$ cat src/rtl/dsd_pkg.sv
// Shared types and constants for the DLE STX/ETX deframer.
package dsd_pkg;

  // Framing symbols
  localparam logic [7:0] SYM_DLE = 8'h10;
  localparam logic [7:0] SYM_STX = 8'h02;
  localparam logic [7:0] SYM_ETX = 8'h03;

  // Field widths fixed by the stream format
  localparam int BYTE_W    = 8;
  localparam int LEN_W     = 12;
  localparam int KIND_W    = 3;
  localparam int MAXLEN_W  = 12;
  localparam int TIMEOUT_W = 16;
  localparam int CFG_W     = 16;
  localparam int CFG_IDX_W = 1;
  localparam int OUT_DATA_W = 24;

  // Configuration register indexes
  localparam logic [CFG_IDX_W-1:0] CFG_MAX_FRAME_LEN = 1'b0;
  localparam logic [CFG_IDX_W-1:0] CFG_TIMEOUT_TICKS = 1'b1;

  // Request types on the input stream
  localparam logic REQ_BYTE = 1'b0;
  localparam logic REQ_TICK = 1'b1;

  typedef enum logic [KIND_W-1:0] {
    KIND_DATA    = 3'd0,
    KIND_OK      = 3'd1,
    KIND_EMPTY   = 3'd2,
    KIND_LONG    = 3'd3,
    KIND_TIMEOUT = 3'd4
  } kind_t;

  typedef enum logic [3:0] {
    PH_IDLE      = 4'b0001,
    PH_IDLE_ESC  = 4'b0010,
    PH_FRAME     = 4'b0100,
    PH_FRAME_ESC = 4'b1000
  } phase_t;

  typedef struct packed {
    logic [MAXLEN_W-1:0]  max_frame_len;
    logic [TIMEOUT_W-1:0] timeout_ticks;
  } cfg_t;

  typedef struct packed {
    logic              valid;
    kind_t             kind;
    logic [BYTE_W-1:0] data;
    logic [LEN_W-1:0]  length;
    logic              last;
  } result_t;

endpackage

$ cat src/rtl/dsd_cfg_regs.sv
// Configuration registers of the deframer: frame length limit and gap timeout.
module dsd_cfg_regs (
  input  logic                             clk,
  input  logic                             rst,
  input  logic                             cfg_wen,
  input  logic [dsd_pkg::CFG_IDX_W-1:0]    cfg_index,
  input  logic [dsd_pkg::CFG_W-1:0]        cfg_data,
  output dsd_pkg::cfg_t                    cfg
);
  import dsd_pkg::*;

  always_ff @(posedge clk) begin
    if (rst) begin
      cfg.max_frame_len <= MAXLEN_W'(1024);
      cfg.timeout_ticks <= TIMEOUT_W'(100);
    end else if (cfg_wen) begin
      case (cfg_index)
        CFG_MAX_FRAME_LEN: cfg.max_frame_len <= cfg_data[MAXLEN_W-1:0];
        CFG_TIMEOUT_TICKS: cfg.timeout_ticks <= cfg_data[TIMEOUT_W-1:0];
        default: ;
      endcase
    end
  end

endmodule

$ cat src/rtl/dsd_core.sv
// Deframing state machine: one request per fire, at most one result.
module dsd_core #(
  parameter int COUNT_WIDTH = 12
) (
  input  logic                          clk,
  input  logic                          rst,
  input  logic                          fire,
  input  logic                          req_type,
  input  logic [dsd_pkg::BYTE_W-1:0]    rx_byte,
  input  dsd_pkg::cfg_t                 cfg,
  output dsd_pkg::result_t              res
);
  import dsd_pkg::*;

  localparam int CMP_W = (COUNT_WIDTH > LEN_W) ? COUNT_WIDTH : LEN_W;
  localparam logic [COUNT_WIDTH-1:0] CNT_MAX = {COUNT_WIDTH{1'b1}};
  localparam logic [TIMEOUT_W-1:0]   GAP_MAX = {TIMEOUT_W{1'b1}};

  phase_t                 phase, phase_next;
  logic [COUNT_WIDTH-1:0] byte_count, count_next;
  logic [TIMEOUT_W-1:0]   gap_count, gap_next;
  logic                   overflow, ovf_next;

  logic                   in_frame;
  logic [TIMEOUT_W-1:0]   gap_inc;
  logic [COUNT_WIDTH-1:0] cnt_inc;
  logic [CMP_W-1:0]       cnt_ext, cnt_inc_ext;
  logic                   take;
  logic                   do_payload;

  assign in_frame    = (phase == PH_FRAME) || (phase == PH_FRAME_ESC);
  assign gap_inc     = (gap_count == GAP_MAX) ? gap_count : gap_count + 1'b1;
  assign cnt_inc     = (byte_count == CNT_MAX) ? byte_count : byte_count + 1'b1;
  assign cnt_ext     = CMP_W'(byte_count);
  assign cnt_inc_ext = CMP_W'(cnt_inc);
  assign take        = (cnt_ext < CMP_W'(cfg.max_frame_len)) && (byte_count != CNT_MAX);

  always_comb begin
    phase_next = phase;
    count_next = byte_count;
    gap_next   = gap_count;
    ovf_next   = overflow;
    do_payload = 1'b0;
    res        = '0;
    res.kind   = KIND_DATA;

    if (req_type == REQ_TICK) begin
      if (in_frame) begin
        if (gap_inc < cfg.timeout_ticks) begin
          gap_next = gap_inc;
        end else begin
          res.valid  = 1'b1;
          res.kind   = KIND_TIMEOUT;
          res.length = cnt_ext[LEN_W-1:0];
          res.last   = 1'b1;
          phase_next = PH_IDLE;
          count_next = '0;
          gap_next   = '0;
          ovf_next   = 1'b0;
        end
      end
    end else begin
      gap_next = '0;
      case (phase)
        PH_IDLE: begin
          if (rx_byte == SYM_DLE) phase_next = PH_IDLE_ESC;
        end
        PH_IDLE_ESC: begin
          if (rx_byte == SYM_STX) begin
            phase_next = PH_FRAME;
            count_next = '0;
            ovf_next   = 1'b0;
          end else begin
            phase_next = PH_IDLE;
          end
        end
        PH_FRAME: begin
          if (rx_byte == SYM_DLE) phase_next = PH_FRAME_ESC;
          else do_payload = 1'b1;
        end
        PH_FRAME_ESC: begin
          phase_next = PH_FRAME;
          if (rx_byte == SYM_DLE) begin
            do_payload = 1'b1;
          end else if (rx_byte == SYM_ETX) begin
            res.valid  = 1'b1;
            res.length = cnt_ext[LEN_W-1:0];
            res.last   = 1'b1;
            if (overflow)               res.kind = KIND_LONG;
            else if (byte_count == '0)  res.kind = KIND_EMPTY;
            else                        res.kind = KIND_OK;
            phase_next = PH_IDLE;
            count_next = '0;
            ovf_next   = 1'b0;
          end
        end
        default: phase_next = PH_IDLE;
      endcase

      // Escaped DLE and plain bytes both land here; the byte value is rx_byte.
      if (do_payload) begin
        count_next = cnt_inc;
        if (take) begin
          res.valid  = 1'b1;
          res.kind   = KIND_DATA;
          res.data   = rx_byte;
          res.length = cnt_inc_ext[LEN_W-1:0];
        end else begin
          ovf_next = 1'b1;
        end
      end
    end
  end

  always_ff @(posedge clk) begin
    if (rst) begin
      phase      <= PH_IDLE;
      byte_count <= '0;
      gap_count  <= '0;
      overflow   <= 1'b0;
    end else if (fire) begin
      phase      <= phase_next;
      byte_count <= count_next;
      gap_count  <= gap_next;
      overflow   <= ovf_next;
    end
  end

  a_close_clears: assert property (@(posedge clk) disable iff (rst)
    fire && res.valid && res.last |=> (phase == PH_IDLE) && (byte_count == '0))
    else $error("frame state not cleared after status result");

  a_gap_in_frame: assert property (@(posedge clk) disable iff (rst)
    (gap_count != '0) |-> (phase == PH_FRAME) || (phase == PH_FRAME_ESC))
    else $error("gap counter running outside a frame");

  a_count_in_frame: assert property (@(posedge clk) disable iff (rst)
    (byte_count != '0) |-> (phase == PH_FRAME) || (phase == PH_FRAME_ESC))
    else $error("byte counter nonzero outside a frame");

endmodule

$ cat src/rtl/dle_stx_etx_deframer.sv
// Top level of the DLE STX/ETX deframer: stream registers around the core.
//
// Input stream (s_*): one request per transfer. s_tuser selects a received
// byte (0) or one time tick (1); s_tdata carries the byte. DLE STX opens a
// frame, DLE DLE inside a frame gives one 0x10, DLE ETX closes it.
// Output stream (m_*): unstuffed payload bytes and one status per frame end
// (ok, empty, too long, timeout); m_tlast marks the status.
// Config port: cfg_wen writes cfg_data into register cfg_index (0 max frame
// length, 1 timeout in ticks); write only while the stream is quiet.
// A request waits in the input register and its result is loaded into the
// result register once free. Throughput: one request per cycle unless m_tready
// stalls, set by the state update between the input and result registers.
// Reset: synchronous, clears the frame state and the valid flags of both stream
// registers, and loads the limits 1024 bytes and 100 ticks.
// Stall: while m_tready is low the result holds; one more request waits in
// the input register, then s_tready drops until the result is taken.
module dle_stx_etx_deframer #(
  parameter int COUNT_WIDTH = 12
) (
  input  logic                              clk,
  input  logic                              rst,
  // Input stream
  input  logic                              s_tvalid,
  output logic                              s_tready,
  input  logic [dsd_pkg::BYTE_W-1:0]        s_tdata,   // [7:0] rx_byte
  input  logic                              s_tuser,   // [0] req_type
  // Output stream
  output logic                              m_tvalid,
  input  logic                              m_tready,
  output logic [dsd_pkg::OUT_DATA_W-1:0]    m_tdata,   // [7:0] data_byte, [19:8] frame_length
  output logic [dsd_pkg::KIND_W-1:0]        m_tuser,   // [2:0] kind
  output logic                              m_tlast,
  // Configuration write port
  input  logic                              cfg_wen,
  input  logic [dsd_pkg::CFG_IDX_W-1:0]     cfg_index,
  input  logic [dsd_pkg::CFG_W-1:0]         cfg_data
);
  import dsd_pkg::*;

  cfg_t               cfg;
  result_t            res;

  // Input register
  logic               in_valid;
  logic               in_req;
  logic [BYTE_W-1:0]  in_byte;

  // Result register
  kind_t              out_kind;
  logic [BYTE_W-1:0]  out_data;
  logic [LEN_W-1:0]   out_len;
  logic               out_last;

  logic               fire;
  logic               s_accept;

  // Process the held request whenever the result register can take its result.
  assign fire     = in_valid && (!m_tvalid || m_tready);
  assign s_tready = !in_valid || fire;
  assign s_accept = s_tvalid && s_tready;

  always_ff @(posedge clk) begin
    if (rst) begin
      in_valid <= 1'b0;
    end else if (s_accept) begin
      in_valid <= 1'b1;
    end else if (fire) begin
      in_valid <= 1'b0;
    end
  end

  always_ff @(posedge clk) begin
    if (s_accept) begin
      in_req  <= s_tuser;
      in_byte <= s_tdata;
    end
  end

  dsd_cfg_regs u_cfg (
    .clk       (clk),
    .rst       (rst),
    .cfg_wen   (cfg_wen),
    .cfg_index (cfg_index),
    .cfg_data  (cfg_data),
    .cfg       (cfg)
  );

  dsd_core #(
    .COUNT_WIDTH (COUNT_WIDTH)
  ) u_core (
    .clk      (clk),
    .rst      (rst),
    .fire     (fire),
    .req_type (in_req),
    .rx_byte  (in_byte),
    .cfg      (cfg),
    .res      (res)
  );

  // Drop the result once taken; load a new one when the request yields one.
  always_ff @(posedge clk) begin
    if (rst) begin
      m_tvalid <= 1'b0;
    end else if (fire) begin
      m_tvalid <= res.valid;
    end else if (m_tready) begin
      m_tvalid <= 1'b0;
    end
  end

  always_ff @(posedge clk) begin
    if (fire && res.valid) begin
      out_kind <= res.kind;
      out_data <= res.data;
      out_len  <= res.length;
      out_last <= res.last;
    end
  end

  assign m_tdata = {(OUT_DATA_W - LEN_W - BYTE_W)'(0), out_len, out_data};
  assign m_tuser = out_kind;
  assign m_tlast = out_last;

endmodule
$ cat config.mk
export PLATFORM = sky130hd
export DESIGN_NAME = dle_stx_etx_deframer
export DESIGN_NICKNAME = d
export VERILOG_FILES = /design/src/rtl/dsd_pkg.sv /design/src/rtl/dsd_cfg_regs.sv /design/src/rtl/dsd_core.sv /design/src/rtl/dle_stx_etx_deframer.sv
export SDC_FILE = /design/constraint.sdc
export NUM_CORES = 1
export LEC_CHECK = 0
export ABC_AREA = 1
export CAP_MARGIN = 20
export CORE_UTILIZATION = 50
export CTS_CLUSTER_SIZE = 12
export DETAILED_ROUTE_END_ITERATION = 8
export DONT_BUFFER_PORTS = 1
export PLACE_DENSITY_LB_ADDON = 0.3
export SLEW_MARGIN = 5
export SYNTH_ARGS = -nofsm -noshare
export SYNTH_HDL_FRONTEND = slang
export SYNTH_SLANG_ARGS = --single-unit
$ cat constraint.sdc
create_clock -name clk -period 3.2 [get_ports clk]
set_input_delay 0.48 -clock clk [delete_from_list [all_inputs] [get_ports clk]]
set_output_delay 0.48 -clock clk [all_outputs]
set_load 0.01 [all_outputs]
# Yosys cells after proc, flatten, opt, wreduce, memory -nomap -nowiden
# Index checks and enable logic that the tools add are counted.
# Widths: inputs -> output; s select.
# classes
magnitude_cmp	2
addsub	2
bitwise_logic	3
n_eq_ne	17
n_reduce_logical	20
muxes	55
# op_table
operator	count
$mux 12	8
$mux 13	6
$mux 16	4
$mux 24	2
$mux 4	12
$pmux 12 s2	1
$add 16x1->16 const B	1
$eq 16x16->1 const B	1
$eq 8x2->1 const B	2
$lt 16x16->1	1
$pmux 4 s4	1
$mux 1	15
$add 12x1->12 const B	1
$eq 12x12->1 const B	1
$logic_not 12->1	1
$lt 12x12->1	1
$ne 12x12->1 const B	1
$mux 3	3
$eq 8x5->1 const B	1
$ne 4x4->1 const B	2
$reduce_and 7->1	1
$reduce_and 2->1	3
$reduce_and 5->1	1
$eq 4x1->1 const B	1
18 further kinds	28
# word_totals
output_inout_bits	30
ff_bits	96
wordCells	113
in_bits	31

# Logic depth before layout (Yosys ltp)
# depth
ltp_word	10
depth_mapped	22
ltp_nobuf	22

# Hierarchy
# From an unflattened synthesis, not the netlist that was laid out.
# unflattened
hier_cells	745
hier_area_um2	5507.8
# by_module_without_submodules
module	cells_per_inst	seq_area_each_um2	area_each_um2	n_inst
dsd_core	542	660.6	3309.4	1
dle_stx_etx_deframer	56	1031.0	1133.6	1
dsd_cfg_regs	147	560.5	1064.8	1

# Worst setup path before layout
# No wires, ideal clock.
# synth_path
kind	register -> register
startpoint	register u_core.gap_count[0]
endpoint	register out_last, in the netlist m_tlast, enable pin
arrival_time_ns	3.225
setup_slack_ns	-0.404
period_less_slack_ns	3.604
setup_time_ns	0.379
required_time_ns	2.821
path_stages_with_launch	20
n_path_buf	0
cell_sequence	dfxtp_1 ha_1 nand2_2 nor2_2 nand2_1 nor2_1 nor3_2 nand3_1 nor3_2 nand3_1 nor3_2 xor2_1 ha_1 nand4_1 o221a_2 nand2_2 nand3_1 nand2_1 nand2_1 inv_1
# synth_via
elab_chain_len	7
elab_cells_between_ends	8
# synth_lines
item	line_no	source
start: declaration	dsd_core.sv:21	logic [TIMEOUT_W-1:0] gap_count, gap_next;
start signal: assignment	dsd_core.sv:124	gap_count <= gap_next;
$add 16x1->16 / $eq 16x16->1 (equally long branches)	dsd_core.sv:32	assign gap_inc = (gap_count == GAP_MAX) ? gap_count : gap_count + 1'b1;
$mux 16 *	dsd_core.sv:32	
$lt 16x16->1 *	dsd_core.sv:49	if (gap_inc < cfg.timeout_ticks) begin
$mux 4 *	dsd_core.sv:49	
$mux 4 *	dsd_core.sv:48	if (in_frame) begin
$mux 4 *	dsd_core.sv:47	if (req_type == REQ_TICK) begin
$logic_and 1x1->1 *	dle_stx_etx_deframer.sv:112	if (fire && res.valid) begin
end signal: assignment	dle_stx_etx_deframer.sv:116	out_last <= res.last;
end: declaration	dle_stx_etx_deframer.sv:52	logic out_last;
# Every way passes the cells marked *; elsewhere a longest branch is shown, timed or not.
# A chain may end at the register's enable or synchronous reset.

# Worst setup path in the final report
# layout_path
startpoint	register u_core.gap_count[0]
endpoint	register u_core.gap_count[13]
# layout_via
elab_chain_len	6
elab_cells_between_ends	7
# layout_lines
item	line_no
$add 16x1->16 / $eq 16x16->1 (equally long branches)	dsd_core.sv:32
$mux 16 *	dsd_core.sv:32
$lt 16x16->1	dsd_core.sv:49
$mux 16 *	dsd_core.sv:49
$mux 16 *	dsd_core.sv:48
$mux 16 *	dsd_core.sv:47
# Every way passes the cells marked *; elsewhere a longest branch is shown, timed or not. The select of a mux whose other input is x is not followed.

==> impl_metrics.json <==
{
  "worst_setup_path_start_kind": "flip-flop",
  "first_pass_iters": 4,
  "clock_latency_ns": 0.37,
  "cp.required_ns": 3.50,
  "cp_slowest_stage_delay_ns": 0.35,
  "ys_ff_latch": 96,
  "comb_power_share": 0.087,
  "switching_share": 0.2598,
  "hold_viol": 0,
  "clock_skew_ns": 0.01877,
  "min_period_over_period": 1.069,
  "cts_num_sinks": 96,
  "crit_start": "u_core.gap_count[0]",
  "synthArstFlopShare": 0,
  "setup_violations": 66,
  "ys.flop_type": "dfxtp_1",
  "path_cells": "ha_4 > nand2_4 > nor2_2 > nand2_2 > nor2_4 > nor3_4 > nand3_2 > nor3_4 > nand3_4 > nor3_4 > xor2_2 > ha_4 > a21oi_2 > o221a_2 > nand2_2 > buf_6 > nor3_4 > clkbuf_16 > nand2_1 > a21oi_1",
  "cts_buffer_depth": 2,
  "gp_congestion": 0.8952,
  "arrival_ns": 3.72,
  "syn_area_per_cell_sq_um": 7.652,
  "cts_root_buf": "clkbuf_8",
  "rr_endpoint": "u_core.gap_count[13]",
  "first_iter_violations": 223,
  "antenna_found_initial": 0,
  "reg2reg_depth": 20,
  "relSlewSlack": 0.3821,
  "r2r_setup_slack_ns": -0.22,
  "cts_tree": "yes",
  "rows": 36,
  "rsz0062_at_grt": "yes",
  "grt_pass1_wl_um": 18530,
  "whs_path_depth": 1,
  "cp_max_fo": 8,
  "route.vias.total": 4410,
  "clock_power_share": 0.320,
  "syn_area_sq_um": 5104,
  "layout_common_cells": "nand2_1, inv_1, nor2_1",
  "dp.cells": 806,
  "fin_util": 0.5956,
  "drc": 0,
  "crit_path_end_kind": "flip-flop",
  "p_leak_uw": 0.002502,
  "final_common_cell": "nand2_1",
  "switchingPower_uw": 577.1,
  "drive_gt1_frac": 0.1273,
  "ys_types": 35,
  "drv_slew": 0,
  "drv_cap": 0,
  "hold_start": "rst",
  "fin_area_sq_um": 5848,
  "port_buffers": 0,
  "irDropWorstVdd_v": 0.0002144,
  "initial_core_util": 0.5198,
  "crit_top_cell": "nor3_4",
  "violations": "negative setup slack",
  "grt_max_degree": 37,
  "finalPower_uw": 2222,
  "hold_path_class": "in2reg",
  "cts_made_buffers": 9,
  "min_to": "u_core.gap_count[1]",
  "clk_pin_slew_ns": 0.09,
  "synth_top_area_cell": "dfxtp_1",
  "intPower_uw": 1645,
  "cts_hold_buffers": 0,
  "coreArea_sq_um": 9819,
  "r2r_start": "u_core.gap_count[0]",
  "placed_area_sq_um": 5440,
  "pin_count": 61,
  "syn2layout_area_growth_pct": 14.59,
  "timing.final.ws_setup_ns": -0.2217,
  "finalNonFillerCells": 832,
  "wire_per_inst_um": 13.96,
  "seqPwrFrac": 0.592,
  "critPathKind": "reg2reg",
  "nets": 754,
  "grt_usage": 0.2249,
  "tightest_slew_ns": 0.9258,
  "clock.fmax_mhz": 292.3,
  "period_needed_ns": 3.422,
  "die_y_um": 103.0,
  "grt_overflow": 0,
  "synth_area_leaders": "dfxtp_1, edfxtp_1, nand2_1, ha_1, inv_1",
  "grt_pass1_vias": 4048,
  "die_area_sq_um": 10620,
  "vias_per_cell": 5.300,
  "powerDensity_nw_per_um2": 379.9,
  "synth_top_area_share": 0.2471,
  "die_w_um": 103.0,
  "cts.htree.levels": 3,
  "critPathSlowestCell": "dfxtp_2",
  "ant_nets": 0,
  "outcome": "finished with violations",
  "wirelength_um": 11620,
  "post-dp-hpwl_um": 8417,
  "tns_ns": -9.288,
  "synth_edf_count": 33,
  "yosys_warnings": 0,
  "seq_area_frac_synth": 0.4413,
  "antenna_cells": 0,
  "postSynthCellCount": 667
}
==> power by group through the flow <==
stage	Sequential (uW)	Clock, uW	Combinational, uW
final	1320	711	194
after detailed placement	1340	0	184
after floorplan	1340	0	152
after CTS	1320	731	187
after global routing	1320	786	223
after global placement	1340	0	175
==> what timing repair did <==
| item | 4_1_cts | 5_1_grt |
|---|---|---|
| cloned | 0 | 3 |
| buffers inserted | 1 | 7 |
| gates resized for setup | 1 | 28 |
| pin swaps | 2 | 7 |
| endpoints found under the setup margin | 69 | 72 |
==> routing by layer <==
layer	routed length, um	vias up	track usage
met1	5101	2001	0.2902
li1	-	2244	-
met4	223	0	0.08126
met5	0	-	0
met3	896	23	0.05695
met2	5394	142	0.3646
==> synthesized netlist by cell type (2+ instances only) <==
cell type	instances
a211oi_1	2
a21oi_1	67
a22oi_1	2
buf_2	4
buf_4	4
clkbuf_1	12
clkinv_1	2
dfxtp_1	63
edfxtp_1	33
ha_1	29
inv_1	90
nand2_1	142
nand2_2	5
nand3_1	26
nand4_1	8
nor2_1	74
nor3_1	8
nor3_2	3
nor4_1	3
o211ai_1	5
o21ai_0	51
o22ai_1	8
xnor2_1	5
xor2_1	10
==> worst max-delay path, delay by kind of cell, from the launching register on <==
family	cells	cell delay [ns]
AOI/OAI and AO/OA	3	0.54
xor gates and xnor gates	1	0.27
adders and majority gates	2	0.42
buffers and inverters	2	0.34
DFF	1	0.35
and+or+nand+nor	12	1.43
==> final cells by class <==
type / count / area [sq um]
repair buffers: 35 / 346.6
multi-input cells: 460 / 2557
flip-flops and latches: 96 / 2256
fillers: 935 / 3971
well taps: 133 / 166.4
inverters: 92 / 349.1
clock inverters: 6 / 45.04
clock buffers: 10 / 127.6
==> cells by family (layout without fill, tap and decap cells) <==
family	Yosys count	after routing	share of synthesized area
AND/OR/NAND/NOR	272	272	0.2246
AO/OA/AOI/OAI	140	140	0.1473
buffers and inverters	114	143	0.08924
flip-flops	96	96	0.4413
adder cells (fa/ha/maj)	29	29	0.07110
XOR/XNOR	15	15	0.02574
other	1	4	0.0007348
==> registers in the layout, indices dropped and copies added, names as in the netlist, 3 cells and up <==
register	cells
u_cfg.cfg	28
u_core.byte_count	12
out_data	8
u_core.gap_count	16
out_len	12
m_tuser	3
in_byte	8
u_core.phase	4
==> per-stage QoR <==
step                worst slack [ns]  hold slack [ns]
finish                       -0.2217           0.1651
CTS                          -0.1135           0.1568
global placement            -0.02248           0.4505
detailed placement           -0.1868           0.4577
global route                 -0.4063           0.1579
floorplan                    -0.2182           0.4349
==> how the worst max path moves through the flow <==
| stage | slack (ns) | to | depth (start not counted) |
|---|---|---|---|
| after detailed placement | -0.19 | out_len[6] | 21 |
| after global routing | -0.41 | out_data[2] | 20 |
| after floorplan | -0.22 | m_tlast | 20 |
| after CTS | -0.11 | out_len[1] | 20 |
| after global placement | -0.02 | out_len[7] | 21 |
| final | -0.22 | u_core.gap_count[13] | 20 |
Note: power is estimated with default switching activity, not from simulation.
